File: config.mk
export PLATFORM = sky130hd
export DESIGN_NAME = cp15_system_register_file
export DESIGN_NICKNAME = d
export VERILOG_FILES = /design/src/design/cp15_pkg.sv /design/src/design/cp15_system_register_file.sv
export SDC_FILE = /design/constraint.sdc
export NUM_CORES = 1
export LEC_CHECK = 0
export ABC_AREA = 0
export BUFFER_PORTS_ARGS = -buffer_cell sky130_fd_sc_hd__buf_4
export CORE_MARGIN = 4
export CORE_UTILIZATION = 45
export DETAILED_ROUTE_END_ITERATION = 10
export GPL_TIMING_DRIVEN = 1
export HOLD_SLACK_MARGIN = 0.06
export PLACE_DENSITY = 0.74
export SYNTH_ARGS = -nofsm -noshare
export SYNTH_HDL_FRONTEND = slang
export SYNTH_SLANG_ARGS = --single-unit
File: constraint.sdc
create_clock -name clk -period 5.3 [get_ports clk]
set_input_delay 0.265 -clock clk [delete_from_list [all_inputs] [get_ports clk]]
set_output_delay 0.265 -clock clk [all_outputs]
set_load 0.05 [all_outputs]
File: src/design/cp15_pkg.sv
`timescale 1ns / 1ps
// ----------------------------------------------------------------------------
// CP15 register file package
// Request and response types, decode codes and the transfer decoder.
// ----------------------------------------------------------------------------
package cp15_pkg;

  localparam int NumRegs  = 19;
  localparam int IdxW     = $clog2(NumRegs);
  localparam int PidShift = 25;

  localparam logic [IdxW-1:0] R_SCTLR  = IdxW'(0);
  localparam logic [IdxW-1:0] R_ACTLR  = IdxW'(1);
  localparam logic [IdxW-1:0] R_CPACR  = IdxW'(2);
  localparam logic [IdxW-1:0] R_CSSELR = IdxW'(3);
  localparam logic [IdxW-1:0] R_TTBR0  = IdxW'(4);
  localparam logic [IdxW-1:0] R_TTBR1  = IdxW'(5);
  localparam logic [IdxW-1:0] R_TTBCR  = IdxW'(6);
  localparam logic [IdxW-1:0] R_DACR   = IdxW'(7);
  localparam logic [IdxW-1:0] R_DFSR   = IdxW'(8);
  localparam logic [IdxW-1:0] R_IFSR   = IdxW'(9);
  localparam logic [IdxW-1:0] R_DFAR   = IdxW'(10);
  localparam logic [IdxW-1:0] R_IFAR   = IdxW'(11);
  localparam logic [IdxW-1:0] R_L2AUX  = IdxW'(12);
  localparam logic [IdxW-1:0] R_PRRR   = IdxW'(13);
  localparam logic [IdxW-1:0] R_NMRR   = IdxW'(14);
  localparam logic [IdxW-1:0] R_CTXID  = IdxW'(15);

  // Configuration register indexes
  localparam logic [1:0] CFG_FEATURES = 2'd0;
  localparam logic [1:0] CFG_MAIN_ID  = 2'd1;
  localparam logic [1:0] CFG_CTYPE    = 2'd2;
  localparam logic [1:0] CFG_CLEVEL   = 2'd3;

  typedef enum logic [2:0] {
    ST_DONE, ST_UND, ST_UNIMP, ST_CACHE, ST_TLB, ST_CCSIDR
  } status_t;

  // What the execute cycle does with the decoded transfer
  typedef enum logic [2:0] {
    K_NONE,   // nothing beyond the status
    K_MEM,    // plain register read or write
    K_CTX,    // write that flags a context flush on change
    K_CONST,  // read of an identification constant
    K_PID     // FCSE PID access
  } kind_t;

  typedef enum logic [1:0] { C_MIDR, C_CTR, C_CLIDR } csel_t;

  typedef enum logic { S_IDLE, S_EXEC } state_t;

  typedef struct packed {
    logic        is_read;
    logic [3:0]  primary_reg;
    logic [2:0]  opcode_one;
    logic [3:0]  secondary_reg;
    logic [2:0]  opcode_two;
    logic [31:0] write_value;
    logic        mmu_active;
  } req_t;

  typedef struct packed {
    logic [2:0]  status;
    logic [31:0] read_data;
    logic        read_valid;
    logic        flush_context;
    logic        flush_all_tlbs;
    logic        control_written;
  } rsp_t;

  typedef struct packed {
    status_t         status;
    kind_t           kind;
    logic [IdxW-1:0] idx;
    csel_t           csel;
    logic            ctl;
    logic            tlb;
  } dec_t;

  // Decode one transfer against the feature flags.
  function automatic dec_t decode(req_t r, logic [5:0] ff);
    dec_t       d;
    logic       v6, v7, aux, sec, l2, dbg, rd, is_alt;
    logic [2:0] op1, op2, sel, alt;
    logic [3:0] crm;
    v6  = ff[0];
    v7  = ff[1];
    aux = ff[2];
    sec = ff[3];
    l2  = ff[4];
    dbg = ff[5];
    rd  = r.is_read;
    op1 = r.opcode_one;
    op2 = r.opcode_two;
    crm = r.secondary_reg;
    d.status = ST_DONE;
    d.kind   = K_NONE;
    d.idx    = R_SCTLR;
    d.csel   = C_MIDR;
    d.ctl    = 1'b0;
    d.tlb    = 1'b0;
    sel      = 3'd0;
    alt      = 3'd0;
    is_alt   = 1'b0;
    case (r.primary_reg)
      4'd0: begin
        if (v7 && op1 == 3'd1 && crm == 4'd0 && rd) begin
          if (op2 == 3'd0) begin
            d.status = ST_CCSIDR;
            d.kind   = K_MEM;
            d.idx    = R_CSSELR;
          end else if (op2 == 3'd1) begin
            d.kind = K_CONST;
            d.csel = C_CLIDR;
          end else begin
            d.status = ST_UND;
          end
        end else if (v7 && op1 == 3'd2 && crm == 4'd0 && op2 == 3'd0) begin
          d.kind = K_MEM;
          d.idx  = R_CSSELR;
        end else if (op1 == 3'd0 && (crm == 4'd0 || !v6) && rd && op2 <= 3'd1) begin
          d.kind = K_CONST;
          d.csel = (op2 == 3'd0) ? C_MIDR : C_CTR;
        end else begin
          d.status = ST_UND;
        end
      end
      4'd1: begin
        sel = (aux || v6) ? op2 : 3'd0;
        if (op1 == 3'd0 && crm == 4'd1 && sec) begin
          d.status = ST_UNIMP;
        end else if (op1 != 3'd0 || (crm != 4'd0 && v6)) begin
          d.status = ST_UND;
        end else if (sel == 3'd0) begin
          d.kind = K_MEM;
          d.idx  = R_SCTLR;
          d.ctl  = !rd;
        end else if (sel == 3'd1 && aux) begin
          d.kind = K_MEM;
          d.idx  = R_ACTLR;
        end else if (sel == 3'd2 && v6) begin
          d.kind = K_MEM;
          d.idx  = R_CPACR;
        end else begin
          d.status = ST_UND;
        end
      end
      4'd2: begin
        if (v6 && (op2 == 3'd1 || op2 == 3'd2)) begin
          d.kind = K_MEM;
          d.idx  = (op2 == 3'd1) ? R_TTBR1 : R_TTBCR;
        end else begin
          d.kind = rd ? K_MEM : K_CTX;
          d.idx  = R_TTBR0;
        end
      end
      4'd3: begin
        d.kind = K_MEM;
        d.idx  = R_DACR;
        d.tlb  = !rd;
      end
      4'd5, 4'd6: begin
        alt    = (r.primary_reg == 4'd5) ? 3'd1 : 3'd2;
        is_alt = (op2 == alt) && v6;
        if (op1 != 3'd0 || (crm != 4'd0 && v6) || (op2 != 3'd0 && !is_alt && v6)) begin
          d.status = ST_UND;
        end else begin
          d.kind = K_MEM;
          if (r.primary_reg == 4'd5) d.idx = is_alt ? R_IFSR : R_DFSR;
          else d.idx = is_alt ? R_IFAR : R_DFAR;
        end
      end
      4'd7: d.status = ST_CACHE;
      4'd8: d.status = ST_TLB;
      4'd9: begin
        if (l2 && op1 == 3'd1 && crm == 4'd0 && op2 == 3'd2) begin
          d.kind = K_MEM;
          d.idx  = R_L2AUX;
        end else begin
          d.status = ST_UND;
        end
      end
      4'd10: begin
        if (v6 && op1 == 3'd0 && crm == 4'd2 && op2 <= 3'd1) begin
          d.kind = K_MEM;
          d.idx  = (op2 == 3'd0) ? R_PRRR : R_NMRR;
        end else begin
          d.status = ST_UND;
        end
      end
      4'd12: d.status = sec ? ST_UNIMP : ST_UND;
      4'd13: begin
        if (v6 && op2 >= 3'd1 && op2 <= 3'd4) begin
          d.idx  = R_CTXID + IdxW'(op2 - 3'd1);
          d.kind = (!rd && op2 == 3'd1) ? K_CTX : K_MEM;
        end else begin
          d.kind = K_PID;
        end
      end
      4'd15: begin
        if (!(dbg && !rd && op1 == 3'd0 && crm == 4'd2 && op2 == 3'd4))
          d.status = ST_UNIMP;
      end
      default: d.status = ST_UND;
    endcase
    return d;
  endfunction

endpackage

File: src/design/cp15_system_register_file.sv
`timescale 1ns / 1ps
// ----------------------------------------------------------------------------
// CP15 system register file
// Decodes coprocessor register transfers and keeps the system registers in
// a small synchronous memory.
// ----------------------------------------------------------------------------
//  channel   | direction | handshake                 | payload
//  request   | in        | start and not busy        | req (req_t)
//  response  | out       | result_valid, one cycle   | rsp (rsp_t)
//  config    | in        | cfg_we                    | cfg_index, cfg_data
//
// A request passes through an accept and an execute cycle: the accept cycle
// decodes it and reads the register memory, the execute cycle forms the
// response and writes back. busy is high during the execute cycle, so no new
// request is taken until the memory read, modify and write of the last one
// is through. The response appears the cycle after execute, for one cycle;
// the receiver cannot stall. Synchronous reset clears per-entry valid bits,
// so every register reads as zero until written; no clearing pass is needed.
// ----------------------------------------------------------------------------
module cp15_system_register_file (
  input  logic            clk,
  input  logic            rst,
  input  logic            start,
  output logic            busy,
  input  cp15_pkg::req_t  req,
  output logic            result_valid,
  output cp15_pkg::rsp_t  rsp,
  input  logic            cfg_we,
  input  logic [1:0]      cfg_index,
  input  logic [31:0]     cfg_data
);
  import cp15_pkg::*;

  // Configuration registers
  logic [5:0]  feature_flags;
  logic [31:0] main_id_value;
  logic [31:0] cache_type_value;
  logic [31:0] cache_level_id_value;

  // Register memory and per-entry valid bits
  logic [31:0]        mem [NumRegs];
  logic [NumRegs-1:0] vld;
  logic [31:0]        mem_q;
  logic               mem_vq;
  logic [6:0]         fcse_pid;

  state_t state, state_next;
  req_t   req_q;
  dec_t   dec_q;
  dec_t   dec_in;

  logic        accept;
  logic        mem_we;
  logic [31:0] cur;
  logic [6:0]  pid_in;
  logic        pid_we;
  rsp_t        rsp_next;

  assign accept = start && (state == S_IDLE);
  assign dec_in = decode(req, feature_flags);
  assign cur    = mem_vq ? mem_q : 32'd0;
  assign pid_in = req_q.write_value[31:PidShift];

  // Configuration writes
  always_ff @(posedge clk) begin
    if (rst) begin
      feature_flags        <= '0;
      main_id_value        <= '0;
      cache_type_value     <= '0;
      cache_level_id_value <= '0;
    end else if (cfg_we) begin
      case (cfg_index)
        CFG_FEATURES: feature_flags        <= cfg_data[5:0];
        CFG_MAIN_ID:  main_id_value        <= cfg_data;
        CFG_CTYPE:    cache_type_value     <= cfg_data;
        CFG_CLEVEL:   cache_level_id_value <= cfg_data;
        default: ;
      endcase
    end
  end

  // Next state
  always_comb begin
    state_next = state;
    case (state)
      S_IDLE:  if (accept) state_next = S_EXEC;
      S_EXEC:  state_next = S_IDLE;
      default: state_next = S_IDLE;
    endcase
  end

  // State outputs
  always_comb begin
    busy = 1'b0;
    case (state)
      S_IDLE:  busy = 1'b0;
      S_EXEC:  busy = 1'b1;
      default: busy = 1'b0;
    endcase
  end

  always_ff @(posedge clk) begin
    if (rst) state <= S_IDLE;
    else state <= state_next;
  end

  // Capture the request and its decode on accept
  always_ff @(posedge clk) begin
    if (accept) begin
      req_q <= req;
      dec_q <= dec_in;
    end
  end

  // Memory read at accept, write back in execute
  always_ff @(posedge clk) begin
    if (accept) begin
      mem_q  <= mem[dec_in.idx];
      mem_vq <= vld[dec_in.idx];
    end
    if (mem_we) mem[dec_q.idx] <= req_q.write_value;
  end

  always_ff @(posedge clk) begin
    if (rst) vld <= '0;
    else if (mem_we) vld[dec_q.idx] <= 1'b1;
  end

  always_ff @(posedge clk) begin
    if (rst) fcse_pid <= '0;
    else if (pid_we) fcse_pid <= pid_in;
  end

  // Execute: form the response and the write-back
  always_comb begin
    rsp_next                 = '0;
    rsp_next.status          = dec_q.status;
    rsp_next.control_written = dec_q.ctl;
    rsp_next.flush_all_tlbs  = dec_q.tlb;
    mem_we = 1'b0;
    pid_we = 1'b0;
    if (state == S_EXEC) begin
      case (dec_q.kind)
        K_MEM: begin
          if (dec_q.status == ST_CCSIDR) begin
            rsp_next.read_data = cur;
          end else if (req_q.is_read) begin
            rsp_next.read_data  = cur;
            rsp_next.read_valid = 1'b1;
          end else begin
            mem_we = 1'b1;
          end
        end
        K_CTX: begin
          mem_we = 1'b1;
          rsp_next.flush_context = (cur != req_q.write_value);
        end
        K_CONST: begin
          rsp_next.read_valid = 1'b1;
          case (dec_q.csel)
            C_MIDR:  rsp_next.read_data = main_id_value;
            C_CTR:   rsp_next.read_data = cache_type_value;
            C_CLIDR: rsp_next.read_data = cache_level_id_value;
            default: rsp_next.read_data = '0;
          endcase
        end
        K_PID: begin
          if (req_q.is_read) begin
            rsp_next.read_data  = {fcse_pid, {PidShift{1'b0}}};
            rsp_next.read_valid = 1'b1;
          end else begin
            pid_we = 1'b1;
            rsp_next.flush_context = (pid_in != fcse_pid);
          end
        end
        default: ;
      endcase
    end
  end

  // Response register
  always_ff @(posedge clk) begin
    if (rst) result_valid <= 1'b0;
    else result_valid <= (state == S_EXEC);
  end

  always_ff @(posedge clk) begin
    if (state == S_EXEC) rsp <= rsp_next;
  end

endmodule
==> results_dict.tcl, run 1 <==
set metrics [dict create \
    ys_seq_elements 858 \
    netlist_area_um2 34190 \
    ys_types 68 \
    fill_cells 5847 \
    drtPass1Iterations 6 \
    maxSlewHeadroom 0.2505 \
    hold_violations 0 \
    cts_sinks 858 \
    async_flop_share 0 \
    critPathKind "flop to flop" \
    ctsHtreeMaxLevel 3 \
    syn2layout_area_growth_pct 16.64 \
    insertion_delay_ns 0.65 \
    cts_buffers 86 \
    dr.first_iter.drc_count 2433 \
    die_y_um 283.7 \
    reg2reg_from "feature_flags[0]" \
    drv_cap 0 \
    syn_nets 2480 \
    clock.fmax_mhz 245.8 \
    r2r-end "mem_q[8]" \
    slew_violations 0 \
    cts.clk_slew.worst_paths_ns 0.06 \
    antenna_left 0 \
    p_total_w 0.01394 \
    hold_depth 2 \
    vias 21450 \
    root_buffer "clkbuf_16" \
    cp-start-kind "flop" \
    status "finished, final reports clean" \
    top_level_ports 127 \
    synth_edf_count 728 \
    fin_crit_sh 0.7677 \
    mostFrequentLayoutCell "edfxtp_1" \
    yosysTopAreaCell "edfxtp_1" \
    crit_family "simple AND/OR/NAND/NOR gates" \
    tightest_slew_ns 1.118 \
    final_nets 2688 \
    io_buffers 125 \
    cellPowerDensity_nw_per_um2 349.5 \
    min_from "rst" \
    rows 100 \
    synth.area.top_cells "edfxtp_1 (64%), mux2i_1 (10%), dfxtp_1 (7.6%)" \
    fin_setup_tns_ns 0 \
    clk_path_buf_depth 3 \
    critPathRequiredTime_ns 5.65 \
    overflow 0 \
    vdd_ir_drop_max_mv 0.2189 \
    cp-end-kind "flop" \
    viasPerCell 5.901 \
    timing.critical_path.buf_inv 2 \
    crit_top_cell "mux2i_1" \
    syn_avg_cell_area_um2 14.33 \
    chipWidth_um 283.7 \
    slowest_stage "dfxtp_1" \
    drive_above_1_share 0.1332 \
    path_cells "nor4bb_1, mux2i_1, a2111oi_2, nor3_2, inv_8, buf_12, mux2i_1, o22ai_1, nor4_1, a21oi_1" \
    hold_buffers 68 \
    die_area_um2 80460 \
    fin_crit_ns 4.069 \
    grt_pass1_wl_um 128700 \
    p_leak_nw 12.79 \
    crit_path_max_incr_delay_ns 0.62 \
    dpl.hpwl_um 51190 \
    hold_path_class "primary input to flop" \
    yosys_warnings 0 \
    setup_viol 0 \
    diodes 0 \
    worstRegToRegCells 10 \
    yosysTopAreaCellShare 0.6393 \
    worstPathArrival_ns 4.42 \
    core_um2 74820 \
    yosysSeqAreaShare 0.7154 \
    cts_tree "done" \
    gp_congestion 0.8645 \
    wl_per_cell_um 23.89 \
    finalWirelength_um 86820 \
    grt_pass1_vias 21240 \
    start_util 0.4570 \
    finClkSkew_ns 0.02766 \
    antenna_found_initial 0 \
    hold_path_end "main_id_value[21]" \
    synth_cells 2387 \
    cp_max_fo 107 \
    synth_ff_type "edfxtp_1" \
    r2r_setup_slack_ns 1.23 \
    rsz0062_at_grt "false" \
    drc 0 \
    post-cts-setup-buffers 0 \
    post_cts_resize_count 0 \
    grt_max_degree 108 \
    layout_common_cells "edfxtp_1 (728), mux2i_1 (348), nand2_1 (258)" \
    grt_util_all_layers 0.2080 \
]
metrics by stage:
step	setup slack, ns	cell area [µm²]	hold slack [ns]	std cells	util
3_3_place_gp	1.231	36530	0.4119	3408	0.4882
5_1_grt	0.9949	39880	0.1318	3634	0.5331
4_1_cts	1.289	39880	0.07031	3634	0.5331
3_5_place_dp	1.133	36530	0.4161	3408	0.4882
2_1_floorplan	0.4415	34200	0.3639	2387	-
6_report	1.231	39880	0.1099	3634	0.5331
cell families after synthesis:
group / synth area share
AO/OA/AOI/OAI: 0.08174
XOR/XNOR: 0.005123
adder cells (fa/ha/maj): 0.002561
buffers and inverters: 0.02188
flip-flops: 0.7154
multiplexers: 0.1019
AND/OR/NAND/NOR: 0.07139
report_power, final:
part | internal, W | switching [W]
registers | 0.00741 | 0.000129
clock network | 0.00323 | 0.00253
logic | 0.000246 | 0.000394
total | 0.0109 | 0.00305
worst register-to-register path, cell delays in order, from the launching register on:
cell	delay, ns
dfxtp_1	0.62
nor4bb_1	0.50
mux2i_1	0.23
a2111oi_2	0.45
nor3_2	0.20
inv_8	0.12
buf_12	0.49
mux2i_1	0.44
o22ai_1	0.11
nor4_1	0.49
a21oi_1	0.14
cells in the mapped netlist, types with 3 or more instances:
cell type / n
nand3_1: 25
a22oi_1: 16
o32ai_1: 4
buf_6: 3
mux2i_1: 348
a22o_1: 26
a211oi_1: 35
o22ai_1: 133
buf_2: 30
nand2_1: 259
buf_4: 18
or3_1: 3
nor4bb_1: 3
nor4_1: 40
nand4_1: 9
nor2_1: 126
ha_1: 7
nor3b_1: 6
a21oi_1: 145
nor3_1: 9
clkbuf_1: 85
nand3b_1: 11
a2111oi_0: 3
dfxtp_1: 130
o21ai_0: 61
a21o_1: 4
xor2_1: 7
and3_1: 3
xnor2_1: 13
edfxtp_1: 728
nor2b_1: 11
nor4b_1: 4
inv_1: 21
nand2b_1: 9
and3b_1: 6
cell type report:
cell class / count / area, µm² / area share
repair buffers: 259 / 2240 / 0.05615
clock buffers: 115 / 2301 / 0.05769
multi-input cells: 1366 / 9193 / 0.2305
inverters: 24 / 98.84 / 0.002478
well taps: 969 / 1212 / 0.03040
clock inverters: 43 / 375.4 / 0.009411
flip-flops and latches: 858 / 24460 / 0.6134
metal layers:
metal / global-route usage / wire length [µm]
met4: 0.09541 / 4096
met5: 0 / 0
met1: 0.2695 / 33650
met2: 0.3452 / 41920
met3: 0.03470 / 7152
flip-flops by register name, indices dropped and copies added (netlist names), 15 cells and up:
signal	cells
rsp	39
cache_level_id_value	32
vld	19
mem_q	32
main_id_value	32
mem	608
cache_type_value	32
dec_q	15
req_q	26
worst max-delay path by stage:
stage                endpoint             start  slack, ns  depth (start not counted)
floorplan            dec_q[0]             state       0.44                          1
global placement    mem_q[21]           req[33]       1.23                         13
detailed placement  mem_q[21]           req[33]       1.13                         13
CTS                 mem_q[21]  feature_flags[0]       1.29                         10
global route        mem_q[21]  feature_flags[0]       0.99                         10
finish               mem_q[8]  feature_flags[0]       1.23                         10
Power figures use the tool's default switching activity.
==> run 2: changes to the inputs <==
--- a/config.mk
+++ b/config.mk
@@ -12,7 +12,7 @@
 export DETAILED_ROUTE_END_ITERATION = 10
 export GPL_TIMING_DRIVEN = 1
 export HOLD_SLACK_MARGIN = 0.06
-export PLACE_DENSITY = 0.74
+export PLACE_DENSITY = 0.72
 export SYNTH_ARGS = -nofsm -noshare
 export SYNTH_HDL_FRONTEND = slang
 export SYNTH_SLANG_ARGS = --single-unit
==> constraint.sdc (replaced) <==
create_clock -name clk -period 3.9 [get_ports clk]
set_input_delay 0.195 -clock clk [delete_from_list [all_inputs] [get_ports clk]]
set_output_delay 0.195 -clock clk [all_outputs]
set_load 0.05 [all_outputs]
==> run 2 against run 1 <==
  * Register-to-register slack lost 0.73 ns
  * Critical path depth stayed put
  * First-iteration DRC count grew 4.2%
  * Sequential power is 37% higher
  * Die area stayed put
  * Flip-flop and latch count is the same
  * Worst hold slack got worse by 0.0061 ns
  * Utilization up 0.76 points
  * Cell count up 0.80%
  * Wire length grew 5.2%
==> results_dict.tcl, run 2 (synthesis gave the netlist of run 1 again) <==
set metrics [dict create \
    worstRegToRegCells 10 \
    drive_above_1_share 0.1418 \
    post-place-ws_ns 0.2008 \
    rows 100 \
    fin_crit_ns 3.400 \
    cts_sinks 858 \
    cts.clk_slew.worst_paths_ns 0.06 \
    antenna_found_initial 0 \
    critPathRequiredTime_ns 4.22 \
    post_cts_resize_count 0 \
    grt_pass1_vias 21970 \
    hold_violations 0 \
    insertion_delay_ns 0.63 \
    io_buffers 125 \
    r2r-end "mem_q[22]" \
    fin_util 0.5406 \
    reg_top3 "mem (608), rsp (39)" \
    hold_depth 4 \
    p_total_w 0.01925 \
    setup_viol 0 \
    regMostFlops "mem" \
    rsz0062_at_grt "false" \
    gp_congestion 0.8586 \
    p_leak_nw 13.05 \
    mostFrequentLayoutCell "edfxtp_1" \
    viasPerCell 5.959 \
    cellPowerDensity_nw_per_um2 475.9 \
    cp-end-kind "flop" \
    root_buffer "clkbuf_16" \
    drtPass1Iterations 6 \
    post-cts-setup-buffers 0 \
    hold_path_end "feature_flags[2]" \
    dpl.hpwl_um 53840 \
    finClkSkew_ns 0.02586 \
    setup_ws_ns 0.5004 \
    die_y_um 283.7 \
    wl_per_cell_um 24.93 \
    die_area_um2 80460 \
    drv_cap 0 \
    final_nets 2715 \
    syn2layout_area_growth_pct 18.30 \
    seqCellArea_um2 24460 \
    drc 0 \
    vias 21830 \
    cts_buffers 85 \
    grt_max_degree 82 \
    whs_ns 0.1038 \
    clock.fmax_mhz 294.1 \
    dr.first_iter.drc_count 2536 \
    cp-start-kind "flop" \
    status "finished, final reports clean" \
    largest_reg_flops 608 \
    top_level_ports 127 \
    clk_path_buf_depth 3 \
    start_util 0.4570 \
    finalWirelength_um 91330 \
    cp_max_fo 46 \
    min_from "cfg_index[1]" \
    hold_path_class "primary input to flop" \
    grt_util_all_layers 0.2202 \
    layout_common_cells "edfxtp_1 (728), mux2i_1 (348), nand2_1 (258)" \
    grt_pass1_wl_um 134600 \
    chipWidth_um 283.7 \
    reg2reg_from "feature_flags[0]" \
    fill_cells 5803 \
    overflow 0 \
    slew_violations 0 \
    cts_tree "done" \
    vdd_ir_drop_max_mv 0.3686 \
    r2r_setup_slack_ns 0.50 \
    critPathKind "flop to flop" \
    fin_setup_tns_ns 0 \
    hold_buffers 71 \
    fin_crit_sh 0.8717 \
    multi_input_area_um2 9224 \
    core_um2 74820 \
    tightest_slew_ns 1.147 \
    maxSlewHeadroom 0.2336 \
    antenna_left 0 \
    ctsHtreeMaxLevel 3 \
    worstPathArrival_ns 3.72 \
]
[run 2: changes by cell type in the layout (fill, tap and decap cells not counted), moves of 5 or more]
cell      change
buf_12       +18
clkbuf_1     -14
clkinv_1     +12
buf_4         +7
nor3_2        -5
nor3_4        +5
[run 2: worst max-delay path by stage]
stage | depth (start not counted) | end | slack, ns | from
global placement | 15 | mem_q[18] | 0.37 | req[33]
CTS | 10 | mem_q[22] | 0.57 | feature_flags[0]
floorplan | 4 | mem[5][0] | 0.38 | state
finish | 10 | mem_q[22] | 0.50 | feature_flags[0]
global route | 10 | mem_q[8] | 0.25 | feature_flags[0]
detailed placement | 15 | mem_q[23] | 0.20 | req[33]
[run 2: cell type report]
type                            instances  area share
Multi-Input combinational cell       1366      0.2280
Timing Repair Buffer                  287     0.06632
Tap cell                              969     0.02997
Sequential cell                       858      0.6048
Clock buffer                          104     0.05701
Inverter                               24    0.002444
Clock inverter                         54     0.01135
Antenna cell                            1  0.00006186
[run 2: report_power, final]
group,switching [W],leakage (nW),internal [W]
sequential,0.000182,7.68,0.0101
combinational,0.000545,4.02,0.000354
clock,0.00342,1.35,0.00468
total,0.00415,13.0,0.0151
[run 2: layer usage]
layer / GRT usage / share of wire
met3: 0.03534 / 0.089
met2: 0.3631 / 0.48
met1: 0.2902 / 0.39
met5: 0 / 0
met4: 0.09655 / 0.047
[run 2: critical path, cell delays in order (launching register included)]
cell,delay (ns)
dfxtp_1,0.36
nor4bb_1,0.49
mux2i_1,0.26
a2111oi_2,0.45
nor3_2,0.16
inv_8,0.19
buf_12,0.30
mux2i_1,0.28
o22ai_1,0.13
nor4_1,0.32
a21oi_1,0.11
[run 2: metrics by stage]
stage	instances	cell area, µm²
2_1_floorplan	2387	34220
3_3_place_gp	3433	36970
3_5_place_dp	3433	36970
4_1_cts	3662	40450
5_1_grt	3662	40450
6_report	3663	40450
